--- src/sv/dvde_pkg.sv ---
// Shared types, constants and helper functions of the display value digit encoder.
package dvde_pkg;

  localparam int SAMPLE_W      = 48;
  localparam int THR_W         = 21;
  localparam int BCNT_W        = 4;
  localparam int MAX_BYTES_DEF = 8;
  localparam int FRAC_BITS_DEF = 16;

  // Register indexes of the configuration port
  localparam logic [1:0] REG_USE_BCD    = 2'd0;
  localparam logic [1:0] REG_BYTE_COUNT = 2'd1;
  localparam logic [1:0] REG_THRESHOLD  = 2'd2;

  // Result status codes
  localparam logic [1:0] ST_UNCHANGED = 2'd0;
  localparam logic [1:0] ST_RANGE     = 2'd1;
  localparam logic [1:0] ST_VALID     = 2'd2;

  // Sign markers
  localparam logic [7:0] BCD_NEG_MARK = 8'hFE;
  localparam logic [7:0] BIN_NEG_MARK = 8'h80;

  typedef struct packed {
    logic                       operation;
    logic signed [SAMPLE_W-1:0] sample;
  } in_item_t;

  typedef struct packed {
    logic [1:0] status;
    logic [7:0] byte_value;
    logic [2:0] byte_index;
    logic       last;
  } out_item_t;

  // Sample tracker control and status
  typedef struct packed {
    logic store;
    logic clear;
  } trk_ctrl_t;

  typedef struct packed {
    logic changed;
    logic busy;
  } trk_stat_t;

  // Serial converter control and status
  typedef struct packed {
    logic start;
  } dab_ctrl_t;

  typedef struct packed {
    logic busy;
  } dab_stat_t;

  // 10^n for n up to 8, zero-extended to 64 bits
  function automatic logic [63:0] pow10(input logic [BCNT_W-1:0] n);
    logic [63:0] p;
    case (n)
      4'd0:    p = 64'd1;
      4'd1:    p = 64'd10;
      4'd2:    p = 64'd100;
      4'd3:    p = 64'd1000;
      4'd4:    p = 64'd10000;
      4'd5:    p = 64'd100000;
      4'd6:    p = 64'd1000000;
      4'd7:    p = 64'd10000000;
      default: p = 64'd100000000;
    endcase
    return p;
  endfunction

  // Mask of the low 8*n bits; eight or more bytes cover everything
  function automatic logic [63:0] bin_mask(input logic [BCNT_W-1:0] n);
    logic [63:0] m;
    case (n)
      4'd0:    m = 64'h0;
      4'd1:    m = 64'h0000_0000_0000_00FF;
      4'd2:    m = 64'h0000_0000_0000_FFFF;
      4'd3:    m = 64'h0000_0000_00FF_FFFF;
      4'd4:    m = 64'h0000_0000_FFFF_FFFF;
      4'd5:    m = 64'h0000_00FF_FFFF_FFFF;
      4'd6:    m = 64'h0000_FFFF_FFFF_FFFF;
      4'd7:    m = 64'h00FF_FFFF_FFFF_FFFF;
      default: m = 64'hFFFF_FFFF_FFFF_FFFF;
    endcase
    return m;
  endfunction

endpackage

--- src/sv/dvde_track.sv ---
// Sample tracker: stored value and sticky change flag with threshold check.
module dvde_track (
  input  logic                                 clk,
  input  logic                                 rst_n,
  input  dvde_pkg::trk_ctrl_t                  ctrl,
  input  logic signed [dvde_pkg::SAMPLE_W-1:0] sample,
  input  logic [dvde_pkg::THR_W-1:0]           threshold,
  output dvde_pkg::trk_stat_t                  stat,
  output logic signed [dvde_pkg::SAMPLE_W-1:0] last_value
);

  localparam int DIFF_W = dvde_pkg::SAMPLE_W + 1;

  logic signed [dvde_pkg::SAMPLE_W-1:0] last_r, last_nxt;
  logic        [DIFF_W-1:0]             diff_r, diff_nxt;
  logic                                 pend_r, pend_nxt;
  logic                                 changed_r, changed_nxt;
  logic        [DIFF_W-1:0]             abs_diff;

  // Difference is registered; its magnitude is checked in the following cycle
  always_comb begin
    abs_diff    = diff_r[DIFF_W-1] ? (~diff_r + 1'b1) : diff_r;
    last_nxt    = last_r;
    diff_nxt    = diff_r;
    pend_nxt    = 1'b0;
    changed_nxt = changed_r;
    if (pend_r && (abs_diff >= DIFF_W'(threshold))) begin
      changed_nxt = 1'b1;
    end
    if (ctrl.clear) begin
      changed_nxt = 1'b0;
    end
    if (ctrl.store) begin
      diff_nxt = {sample[dvde_pkg::SAMPLE_W-1], sample} - {last_r[dvde_pkg::SAMPLE_W-1], last_r};
      last_nxt = sample;
      pend_nxt = 1'b1;
    end
  end

  always_ff @(posedge clk) begin
    if (!rst_n) begin
      last_r    <= '0;
      pend_r    <= 1'b0;
      changed_r <= 1'b0;
    end else begin
      last_r    <= last_nxt;
      pend_r    <= pend_nxt;
      changed_r <= changed_nxt;
    end
    diff_r <= diff_nxt;
  end

  assign stat.changed = changed_r;
  assign stat.busy    = pend_r;
  assign last_value   = last_r;

  // A store never lands while the previous difference is still pending
  a_no_store_pending: assert property (@(posedge clk) disable iff (!rst_n)
    pend_r |-> !ctrl.store)
    else $error("store while difference check pending");

endmodule

--- src/sv/dvde_dabble.sv ---
// Bit-serial binary to BCD converter (shift and add-3), one magnitude bit per cycle.
module dvde_dabble #(
  parameter int MAG_W  = 32,
  parameter int DIGITS = 8
) (
  input  logic                  clk,
  input  logic                  rst_n,
  input  dvde_pkg::dab_ctrl_t   ctrl,
  input  logic [MAG_W-1:0]      mag,
  output dvde_pkg::dab_stat_t   stat,
  output logic [DIGITS*4-1:0]   bcd
);

  localparam int CNT_W = $clog2(MAG_W + 1);

  logic [MAG_W-1:0]    sh_r, sh_nxt;
  logic [DIGITS*4-1:0] bcd_r, bcd_nxt;
  logic [DIGITS*4-1:0] adj;
  logic [CNT_W-1:0]    cnt_r, cnt_nxt;
  logic                busy_r, busy_nxt;

  // Add 3 to every digit of 5 or more before the shift
  always_comb begin
    for (int d = 0; d < DIGITS; d++) begin
      adj[d*4 +: 4] = (bcd_r[d*4 +: 4] >= 4'd5) ? (bcd_r[d*4 +: 4] + 4'd3) : bcd_r[d*4 +: 4];
    end
  end

  always_comb begin
    sh_nxt   = sh_r;
    bcd_nxt  = bcd_r;
    cnt_nxt  = cnt_r;
    busy_nxt = busy_r;
    if (ctrl.start) begin
      sh_nxt   = mag;
      bcd_nxt  = '0;
      cnt_nxt  = CNT_W'(MAG_W);
      busy_nxt = 1'b1;
    end else if (busy_r) begin
      bcd_nxt  = {adj[DIGITS*4-2:0], sh_r[MAG_W-1]};
      sh_nxt   = sh_r << 1;
      cnt_nxt  = cnt_r - 1'b1;
      busy_nxt = (cnt_r != CNT_W'(1));
    end
  end

  always_ff @(posedge clk) begin
    if (!rst_n) begin
      busy_r <= 1'b0;
      cnt_r  <= '0;
    end else begin
      busy_r <= busy_nxt;
      cnt_r  <= cnt_nxt;
    end
    sh_r  <= sh_nxt;
    bcd_r <= bcd_nxt;
  end

  assign stat.busy = busy_r;
  assign bcd       = bcd_r;

  // Bit count runs only while converting
  a_cnt_idle: assert property (@(posedge clk) disable iff (!rst_n)
    !busy_r |-> cnt_r == '0)
    else $error("bit counter nonzero while idle");

endmodule

--- src/sv/display_value_digit_encoder.sv ---
// Top level: control sequencer, configuration registers and result output register.
//
//   channel | direction | handshake         | payload
//   in      | input     | in_valid/in_stall | dvde_pkg::in_item_t (operation, sample)
//   out     | output    | out_valid/out_stall | dvde_pkg::out_item_t (status, byte_value,
//           |           |                   |   byte_index, last)
//   cfg     | input     | cfg_we            | cfg_index, cfg_data
//
// A store computes the difference, then the threshold compare. An unchanged read emits one
// status result; a binary read takes the magnitude, checks the range and emits n bytes; a
// decimal read also runs the bit-serial shift-and-add-3 converter over 48 - FRAC_BITS bits.
// One item is in work at a time; in_stall is high until it is finished.
// Reset is synchronous on rst_n; a stall on out holds the result register and the sequencer.
module display_value_digit_encoder #(
  parameter int MAX_BYTES = dvde_pkg::MAX_BYTES_DEF,
  parameter int FRAC_BITS = dvde_pkg::FRAC_BITS_DEF
) (
  input  logic                         clk,
  input  logic                         rst_n,
  input  logic                         in_valid,
  output logic                         in_stall,
  input  dvde_pkg::in_item_t           in_item,
  output logic                         out_valid,
  input  logic                         out_stall,
  output dvde_pkg::out_item_t          out_item,
  input  logic                         cfg_we,
  input  logic [1:0]                   cfg_index,
  input  logic [dvde_pkg::THR_W-1:0]   cfg_data
);

  localparam int MAG_W = dvde_pkg::SAMPLE_W - FRAC_BITS;
  localparam int EBW   = MAX_BYTES * 8;
  localparam int BCW   = MAX_BYTES * 4;

  localparam logic [2:0] S_IDLE = 3'd0;
  localparam logic [2:0] S_CHK  = 3'd1;
  localparam logic [2:0] S_MAG  = 3'd2;
  localparam logic [2:0] S_RNG  = 3'd3;
  localparam logic [2:0] S_DAB  = 3'd4;
  localparam logic [2:0] S_EMIT = 3'd5;

  logic [2:0]                   state_r, state_nxt;
  logic                         use_bcd_r, use_bcd_nxt;
  logic [dvde_pkg::BCNT_W-1:0]  byte_count_r, byte_count_nxt;
  logic [dvde_pkg::THR_W-1:0]   thr_r, thr_nxt;
  logic [MAG_W-1:0]             mag_r, mag_nxt;
  logic                         neg_r, neg_nxt;
  logic [dvde_pkg::BCNT_W-1:0]  n_r, n_nxt;
  logic [1:0]                   kind_r, kind_nxt;
  logic [2:0]                   idx_r, idx_nxt;
  logic [EBW-1:0]               ebuf_r, ebuf_nxt;
  logic                         out_valid_r, out_valid_nxt;
  dvde_pkg::out_item_t          out_item_r, out_item_nxt;

  dvde_pkg::trk_ctrl_t          trk_ctrl;
  dvde_pkg::trk_stat_t          trk_stat;
  dvde_pkg::dab_ctrl_t          dab_ctrl;
  dvde_pkg::dab_stat_t          dab_stat;
  logic signed [dvde_pkg::SAMPLE_W-1:0] last_value;
  logic [BCW-1:0]               bcd;

  logic                         in_acc;
  logic                         slot_free;
  logic [dvde_pkg::SAMPLE_W-1:0] abs_val;
  logic [MAG_W-1:0]             mag_cur;
  logic [63:0]                  mag_wide;
  logic                         over;
  logic [2:0]                   dpos;
  logic                         is_last;
  logic [7:0]                   byte_val;

  dvde_track u_track (
    .clk        (clk),
    .rst_n      (rst_n),
    .ctrl       (trk_ctrl),
    .sample     (in_item.sample),
    .threshold  (thr_r),
    .stat       (trk_stat),
    .last_value (last_value)
  );

  dvde_dabble #(
    .MAG_W  (MAG_W),
    .DIGITS (MAX_BYTES)
  ) u_dabble (
    .clk   (clk),
    .rst_n (rst_n),
    .ctrl  (dab_ctrl),
    .mag   (mag_r),
    .stat  (dab_stat),
    .bcd   (bcd)
  );

  assign in_stall  = (state_r != S_IDLE);
  assign in_acc    = in_valid && !in_stall;
  assign slot_free = !out_valid_r || !out_stall;

  // Truncated magnitude of the stored value
  assign abs_val = last_value[dvde_pkg::SAMPLE_W-1] ? (~last_value + 1'b1) : last_value;
  assign mag_cur = abs_val[dvde_pkg::SAMPLE_W-1:FRAC_BITS];

  // Range check against 10^n or 2^(8n)
  assign mag_wide = 64'(mag_r);
  assign over = use_bcd_r ? (mag_wide >= dvde_pkg::pow10(n_r))
                          : (|(mag_wide & ~dvde_pkg::bin_mask(n_r)));

  // Byte selection for the current position
  assign dpos    = 3'(n_r - 4'd1 - {1'b0, idx_r});
  assign is_last = ({1'b0, idx_r} == (n_r - 4'd1));
  always_comb begin
    if (use_bcd_r) begin
      byte_val = {4'b0000, bcd[dpos*4 +: 4]};
      if (idx_r == 3'd0 && neg_r) begin
        byte_val = dvde_pkg::BCD_NEG_MARK;
      end
    end else begin
      byte_val = ebuf_r[7:0];
      if (is_last && neg_r) begin
        byte_val = byte_val | dvde_pkg::BIN_NEG_MARK;
      end
    end
  end

  // Configuration writes
  always_comb begin
    use_bcd_nxt    = use_bcd_r;
    byte_count_nxt = byte_count_r;
    thr_nxt        = thr_r;
    if (cfg_we) begin
      case (cfg_index)
        dvde_pkg::REG_USE_BCD:    use_bcd_nxt    = cfg_data[0];
        dvde_pkg::REG_BYTE_COUNT: byte_count_nxt = cfg_data[dvde_pkg::BCNT_W-1:0];
        dvde_pkg::REG_THRESHOLD:  thr_nxt        = cfg_data;
        default: ;
      endcase
    end
  end

  // Sequencer
  always_comb begin
    state_nxt     = state_r;
    mag_nxt       = mag_r;
    neg_nxt       = neg_r;
    n_nxt         = n_r;
    kind_nxt      = kind_r;
    idx_nxt       = idx_r;
    ebuf_nxt      = ebuf_r;
    trk_ctrl      = '0;
    dab_ctrl      = '0;
    out_item_nxt  = out_item_r;
    out_valid_nxt = out_valid_r && out_stall;
    case (state_r)
      S_IDLE: begin
        if (in_acc) begin
          if (!in_item.operation) begin
            trk_ctrl.store = 1'b1;
            state_nxt      = S_CHK;
          end else if (!trk_stat.changed) begin
            kind_nxt  = dvde_pkg::ST_UNCHANGED;
            state_nxt = S_EMIT;
          end else begin
            trk_ctrl.clear = 1'b1;
            state_nxt      = S_MAG;
          end
        end
      end
      S_CHK: begin
        state_nxt = S_IDLE;
      end
      S_MAG: begin
        mag_nxt = mag_cur;
        neg_nxt = last_value[dvde_pkg::SAMPLE_W-1] && (mag_cur != '0);
        if (byte_count_r == '0) begin
          n_nxt = dvde_pkg::BCNT_W'(1);
        end else if (byte_count_r > dvde_pkg::BCNT_W'(MAX_BYTES)) begin
          n_nxt = dvde_pkg::BCNT_W'(MAX_BYTES);
        end else begin
          n_nxt = byte_count_r;
        end
        state_nxt = S_RNG;
      end
      S_RNG: begin
        idx_nxt = '0;
        if (over) begin
          kind_nxt  = dvde_pkg::ST_RANGE;
          state_nxt = S_EMIT;
        end else if (use_bcd_r) begin
          kind_nxt       = dvde_pkg::ST_VALID;
          dab_ctrl.start = 1'b1;
          state_nxt      = S_DAB;
        end else begin
          kind_nxt  = dvde_pkg::ST_VALID;
          ebuf_nxt  = EBW'(mag_r);
          state_nxt = S_EMIT;
        end
      end
      S_DAB: begin
        if (!dab_stat.busy) begin
          state_nxt = S_EMIT;
        end
      end
      S_EMIT: begin
        if (slot_free) begin
          out_valid_nxt = 1'b1;
          if (kind_r != dvde_pkg::ST_VALID) begin
            out_item_nxt.status     = kind_r;
            out_item_nxt.byte_value = '0;
            out_item_nxt.byte_index = '0;
            out_item_nxt.last       = 1'b1;
            state_nxt               = S_IDLE;
          end else begin
            out_item_nxt.status     = dvde_pkg::ST_VALID;
            out_item_nxt.byte_value = byte_val;
            out_item_nxt.byte_index = idx_r;
            out_item_nxt.last       = is_last;
            idx_nxt                 = idx_r + 3'd1;
            ebuf_nxt                = ebuf_r >> 8;
            if (is_last) begin
              state_nxt = S_IDLE;
            end
          end
        end
      end
      default: state_nxt = S_IDLE;
    endcase
  end

  always_ff @(posedge clk) begin
    if (!rst_n) begin
      state_r      <= S_IDLE;
      use_bcd_r    <= 1'b1;
      byte_count_r <= dvde_pkg::BCNT_W'(4);
      thr_r        <= dvde_pkg::THR_W'(66);
      out_valid_r  <= 1'b0;
      kind_r       <= dvde_pkg::ST_UNCHANGED;
      idx_r        <= '0;
    end else begin
      state_r      <= state_nxt;
      use_bcd_r    <= use_bcd_nxt;
      byte_count_r <= byte_count_nxt;
      thr_r        <= thr_nxt;
      out_valid_r  <= out_valid_nxt;
      kind_r       <= kind_nxt;
      idx_r        <= idx_nxt;
    end
    mag_r      <= mag_nxt;
    neg_r      <= neg_nxt;
    n_r        <= n_nxt;
    ebuf_r     <= ebuf_nxt;
    out_item_r <= out_item_nxt;
  end

  assign out_valid = out_valid_r;
  assign out_item  = out_item_r;

  // Single-result reads always close the read
  a_single_last: assert property (@(posedge clk) disable iff (!rst_n)
    out_valid_r && (out_item_r.status != dvde_pkg::ST_VALID) |-> out_item_r.last)
    else $error("status result without last");

  // Emission position stays within the byte count
  a_idx_bound: assert property (@(posedge clk) disable iff (!rst_n)
    (state_r == S_EMIT) && (kind_r == dvde_pkg::ST_VALID) |-> ({1'b0, idx_r} < n_r))
    else $error("byte position beyond byte count");

  // Converter only runs while the sequencer waits on it
  a_dab_owner: assert property (@(posedge clk) disable iff (!rst_n)
    dab_stat.busy |-> (state_r == S_DAB))
    else $error("converter busy outside conversion wait");

  // Tracker compare finishes while the sequencer holds the input
  a_trk_hold: assert property (@(posedge clk) disable iff (!rst_n)
    trk_stat.busy |-> (state_r == S_CHK))
    else $error("tracker busy outside store check");

endmodule

--- config.mk ---
export PLATFORM = sky130hd
export DESIGN_NAME = display_value_digit_encoder
export DESIGN_NICKNAME = d
export VERILOG_FILES = /design/src/sv/dvde_pkg.sv /design/src/sv/dvde_track.sv /design/src/sv/dvde_dabble.sv /design/src/sv/display_value_digit_encoder.sv
export SDC_FILE = /design/constraint.sdc
export NUM_CORES = 1
export LEC_CHECK = 0
export BUFFER_PORTS_ARGS = -buffer_cell sky130_fd_sc_hd__buf_2
export CAP_MARGIN = 20
export CORE_ASPECT_RATIO = 1.1
export CORE_UTILIZATION = 46
export CTS_BUF_LIST = sky130_fd_sc_hd__clkbuf_4
export CTS_CLUSTER_SIZE = 25
export DETAILED_ROUTE_END_ITERATION = 12
export PLACE_DENSITY = 0.61
export SYNTH_ARGS = -nofsm -noshare
export SYNTH_HDL_FRONTEND = slang
export SYNTH_SLANG_ARGS = --single-unit
--- constraint.sdc ---
create_clock -name clk -period 5.1 [get_ports clk]
set_clock_uncertainty 0.15 [all_clocks]
set_input_delay 1.275 -clock clk [delete_from_list [all_inputs] [get_ports clk]]
set_output_delay 1.275 -clock clk [all_outputs]
set_load 0.02 [all_outputs]
==> flow_summary_export.csv <==
group,metric,value,unit
pwr,ir_worst_vdd,0.1713,mV
timing,hold_viol,0,
cts,cts_tree,"built",
place,portBuffers,92,
synth,synth_async_sr_flop_share,0,%
final_layout,area_growth,11.58,%
cts,cts-resized-gates,0,
global_routing,grt-ovfl-total,0,
final_layout,num-fill-cells,3695,
routing,drt-initial-drc-count,990,
timing,fin_crit_sh,90.57,%
timing,maxSlewViolCount,0,
worst_setup_path,critPathRequiredTime,5.62,ns
cts,clkLatencyLatePin,0.84,ns
global_routing,grtUsageTotal,23.73,%
run_status,run_status,"finished clean",
floorplan,die-area,39350,um2
synth,synth_edf_count,164,
synth,syn_inst,1929,
global_routing,grt_pass1_wl,73600,um
global_routing,top_usage_layer,"met2",
floorplan,initial_utilization,46.55,%
synth,yosysSeqAreaShare,41.76,%
pwr,p_switching,1.652,mW
final_layout,final_cell_count_no_fill,2612,
routing,drt_pass1_iterations,5,
synth,syn_area,17740,um2
global_routing,grt_start_max_net_pins,64,
timing,clock.fmax,216.5,MHz
global_routing,grt_use_met1,29.30,%
synth,synth_ff_type,"edfxtp_1",
cts,clockBufferDepth,3,
routing,viasPerCell,5.642,
synth,avgSynthCellArea,9.194,um2
synth,ys_ff_latch,288,
floorplan,num_rows,75,
cts,clkTransAtPathRegs,0.06,ns
floorplan,fp.dieW,189.2,um
global_routing,grt.met2_usage,40.35,%
routing,wl,46250,um
pwr,powerDensity,290.2,nW/um2
worst_hold_path,holdCritPathClass,"reg -> reg",
timing,fin_crit,4.619,ns
cts,cts.sinks,288,
worst_setup_path,critPathKind,"reg -> reg",
synth,syn_nets,2132,
worst_setup_path,worstSetupEndpointType,"flip-flop",
pwr,p_seq_share,46.0,%
routing,num_vias,14736,
place,dpl.hpwl,34920,um
place,dp.cells,2463,
pwr,p_sw_share,28.76,%
pwr,p_leak,7.428,nW
cts,numCtsBuffers,82,
timing,relSlewSlack,37.45,%
final_layout,seq_area,7407,um2
timing,finalHoldWorstSlack,0.2866,ns
run,cap_violations,0,
global_routing,grt_util_met3,4.234,%
worst_setup_path,crit_slowest_cell,"or3_1",
worst_setup_path,arrival,5.14,ns
final_layout,layout.nets,2250,
final_layout,drive_above_1_share,15.25,%
timing,finalSetupViolations,0,
final_layout,multi_input_area,9530,um2
global_routing,grt_pass1_vias,14178,
cts,ctsHoldBuffers,0,
worst_setup_path,critPathMaxStageDelay,0.46,ns
routing,drtAntennaViolNets,0,
cts,post_cts_buffers,0,
floorplan,ios,93,
global_routing,antenna_found_initial,2,
routing,wl_per_cell,17.71,um
timing,rsz0062_at_grt,"false",
floorplan,fp.dieH,207.9,um
final_layout,layout_common_cells,"260 x nand2_1, 186 x a21oi_1, 164 x edfxtp_1",
final_layout,final_common_cell,"nand2_1",
pwr,comb_power_share,15.3,%
timing,final.setup.tns,0,ns
worst_setup_path,startpoint_type,"flip-flop",
pwr,power.internal,4.092,mW
synth,yosys_warnings,0,
worst_setup_path,cp_cell_sequence,"or3_1 -> nor3b_1 -> nand4b_1 -> or3_1 -> o31ai_1 -> xnor2_1 -> ha_1 -> a21o_1 -> a21o_1 -> a211o_1 -> a31oi_1 -> and4b_1 -> o211ai_1 -> nor4_1 -> nand4_1 -> nor4_1 -> o31ai_1",
floorplan,core,38100,um2
cts,root_buffer,"clkbuf_4",
timing,tightest_slew,0.9371,ns
pwr,pwr-share-clk,38.7,%
place,gp_congestion,0.9199,
cts,cts.htree.levels,3,
routing,drc,0,
synth,synth_cell_types,76,
worst_setup_path,cp_max_fo,5,
==> layer usage <==
| metal | vias up | share of wire [%] |
|---|---|---|
| li1 | 7236 | - |
| met1 | 6973 | 43 |
| met2 | 427 | 49 |
| met3 | 100 | 5.6 |
| met4 | 0 | 3.2 |
| met5 | - | 0 |
==> Yosys cell counts (5+ instances only) <==
library cell  number  area [um2]
a31oi_1           12       75.07
o211ai_1          11       82.58
nand2_1          260       975.9
a21boi_0           6       45.04
o21a_1            18       135.1
mux4_2             8       180.2
o21ai_0           82       410.4
o21bai_1           6       45.04
a21o_1            56       420.4
ha_1             124        1551
nor4_1            27       168.9
mux2_2            52       585.6
nand3_1           43       215.2
or3_1              7       43.79
xnor2_1           87       762.0
o31ai_1           19       142.6
or4_1             17       127.6
nand2b_1          22       137.6
edfxtp_1         164        4925
a21oi_1          186       930.9
a211o_1            5       43.79
nand4_1           21       131.4
nor2_1           119       446.7
a32oi_1            6       52.55
and2_1            19       118.9
and4_1             5       43.79
or2_2              5       31.28
xor2_1            25       219.0
nor2b_1           20       125.1
nor3_1            47       235.2
nor3b_1            7       52.55
and3_1             8       50.05
inv_1            129       484.2
dfxtp_1          124        2482
a211oi_1          10       75.07
mux2i_1           20       200.2
clkbuf_1          75       281.5
==> layout make-up <==
| cell class | instances | share of cell area (%) |
|---|---|---|
| clock buffer | 114 | 4.325 |
| timing repair buffer | 116 | 3.300 |
| inverter | 130 | 2.472 |
| clock inverter | 34 | 1.138 |
| multi-input combinational | 1429 | 48.16 |
| antenna | 1 | 0.01265 |
| sequential | 288 | 37.43 |
| tap | 500 | 3.161 |
==> path summary, 6_finish.rpt <==
kind / from / to / slack, ns / cells past startpoint
setup / recovery: u_track.diff_r[3] / u_track.changed_r / 0.48 / 17
setup reg to reg: u_track.diff_r[3] / u_track.changed_r / 0.48 / 17
hold reg to reg: u_track.pend_r / u_track.changed_r / 0.29 / 2
hold / removal: u_track.pend_r / u_track.changed_r / 0.29 / 2
==> state kept, by name, indices dropped and copies added (netlist names), 2 cells and up <==
name                flops
u_track.diff_r         49
u_dabble.cnt_r          6
u_dabble.sh_r          32
mag_r                  32
out_item               14
u_dabble.bcd           32
kind_r                  2
idx_r                   3
state_r                 3
ebuf_r                 32
byte_count_r            4
n_r                     4
u_track.last_value     48
thr_r                  21
==> power by group through the flow <==
stage	logic (mW)	registers, mW	clock network [mW]
after floorplan	0.646	2.64	0
after global placement	0.859	2.69	0
after detailed placement	0.871	2.69	0
after CTS	0.875	2.64	2.30
after global routing	0.971	2.65	2.42
final	0.879	2.64	2.22
==> stage by stage <==
| step | instance area (um2) | power [mW] | utilization [%] | setup WS, ns |
|---|---|---|---|---|
| floorplan | 17740 | 3.289 | - | 0.7195 |
| global placement | 18710 | 3.551 | 49.10 | 0.5779 |
| detailed placement | 18710 | 3.563 | 49.10 | 0.4054 |
| CTS | 19790 | 5.818 | 51.93 | 0.4953 |
| global route | 19790 | 6.042 | 51.94 | 0.1134 |
| finish | 19790 | 5.744 | 51.94 | 0.4812 |
==> worst max-delay path: cells and delay by family, from the launching register on <==
| family | cells | cell delay (ns) |
|---|---|---|
| AND/OR/NAND/NOR | 8 | 2.34 |
| AO/OA/AOI/OAI | 7 | 1.17 |
| adder cells (fa/ha/maj) | 1 | 0.27 |
| flip-flops | 1 | 0.42 |
| XOR/XNOR | 1 | 0.17 |
==> logic make-up (layout without fill, tap and decap cells) <==
logic type	Yosys count	count (layout)	synth area share (%)
and+or+nand+nor	652	652	17.77
DFF	288	288	41.76
AOI/OAI and AO/OA	459	459	15.96
muxes	80	80	5.446
xor gates and xnor gates	112	112	5.531
other	0	1	0
buffers and inverters	212	394	4.557
adders and majority gates	126	126	8.974
Power figures use the tool's default switching activity.
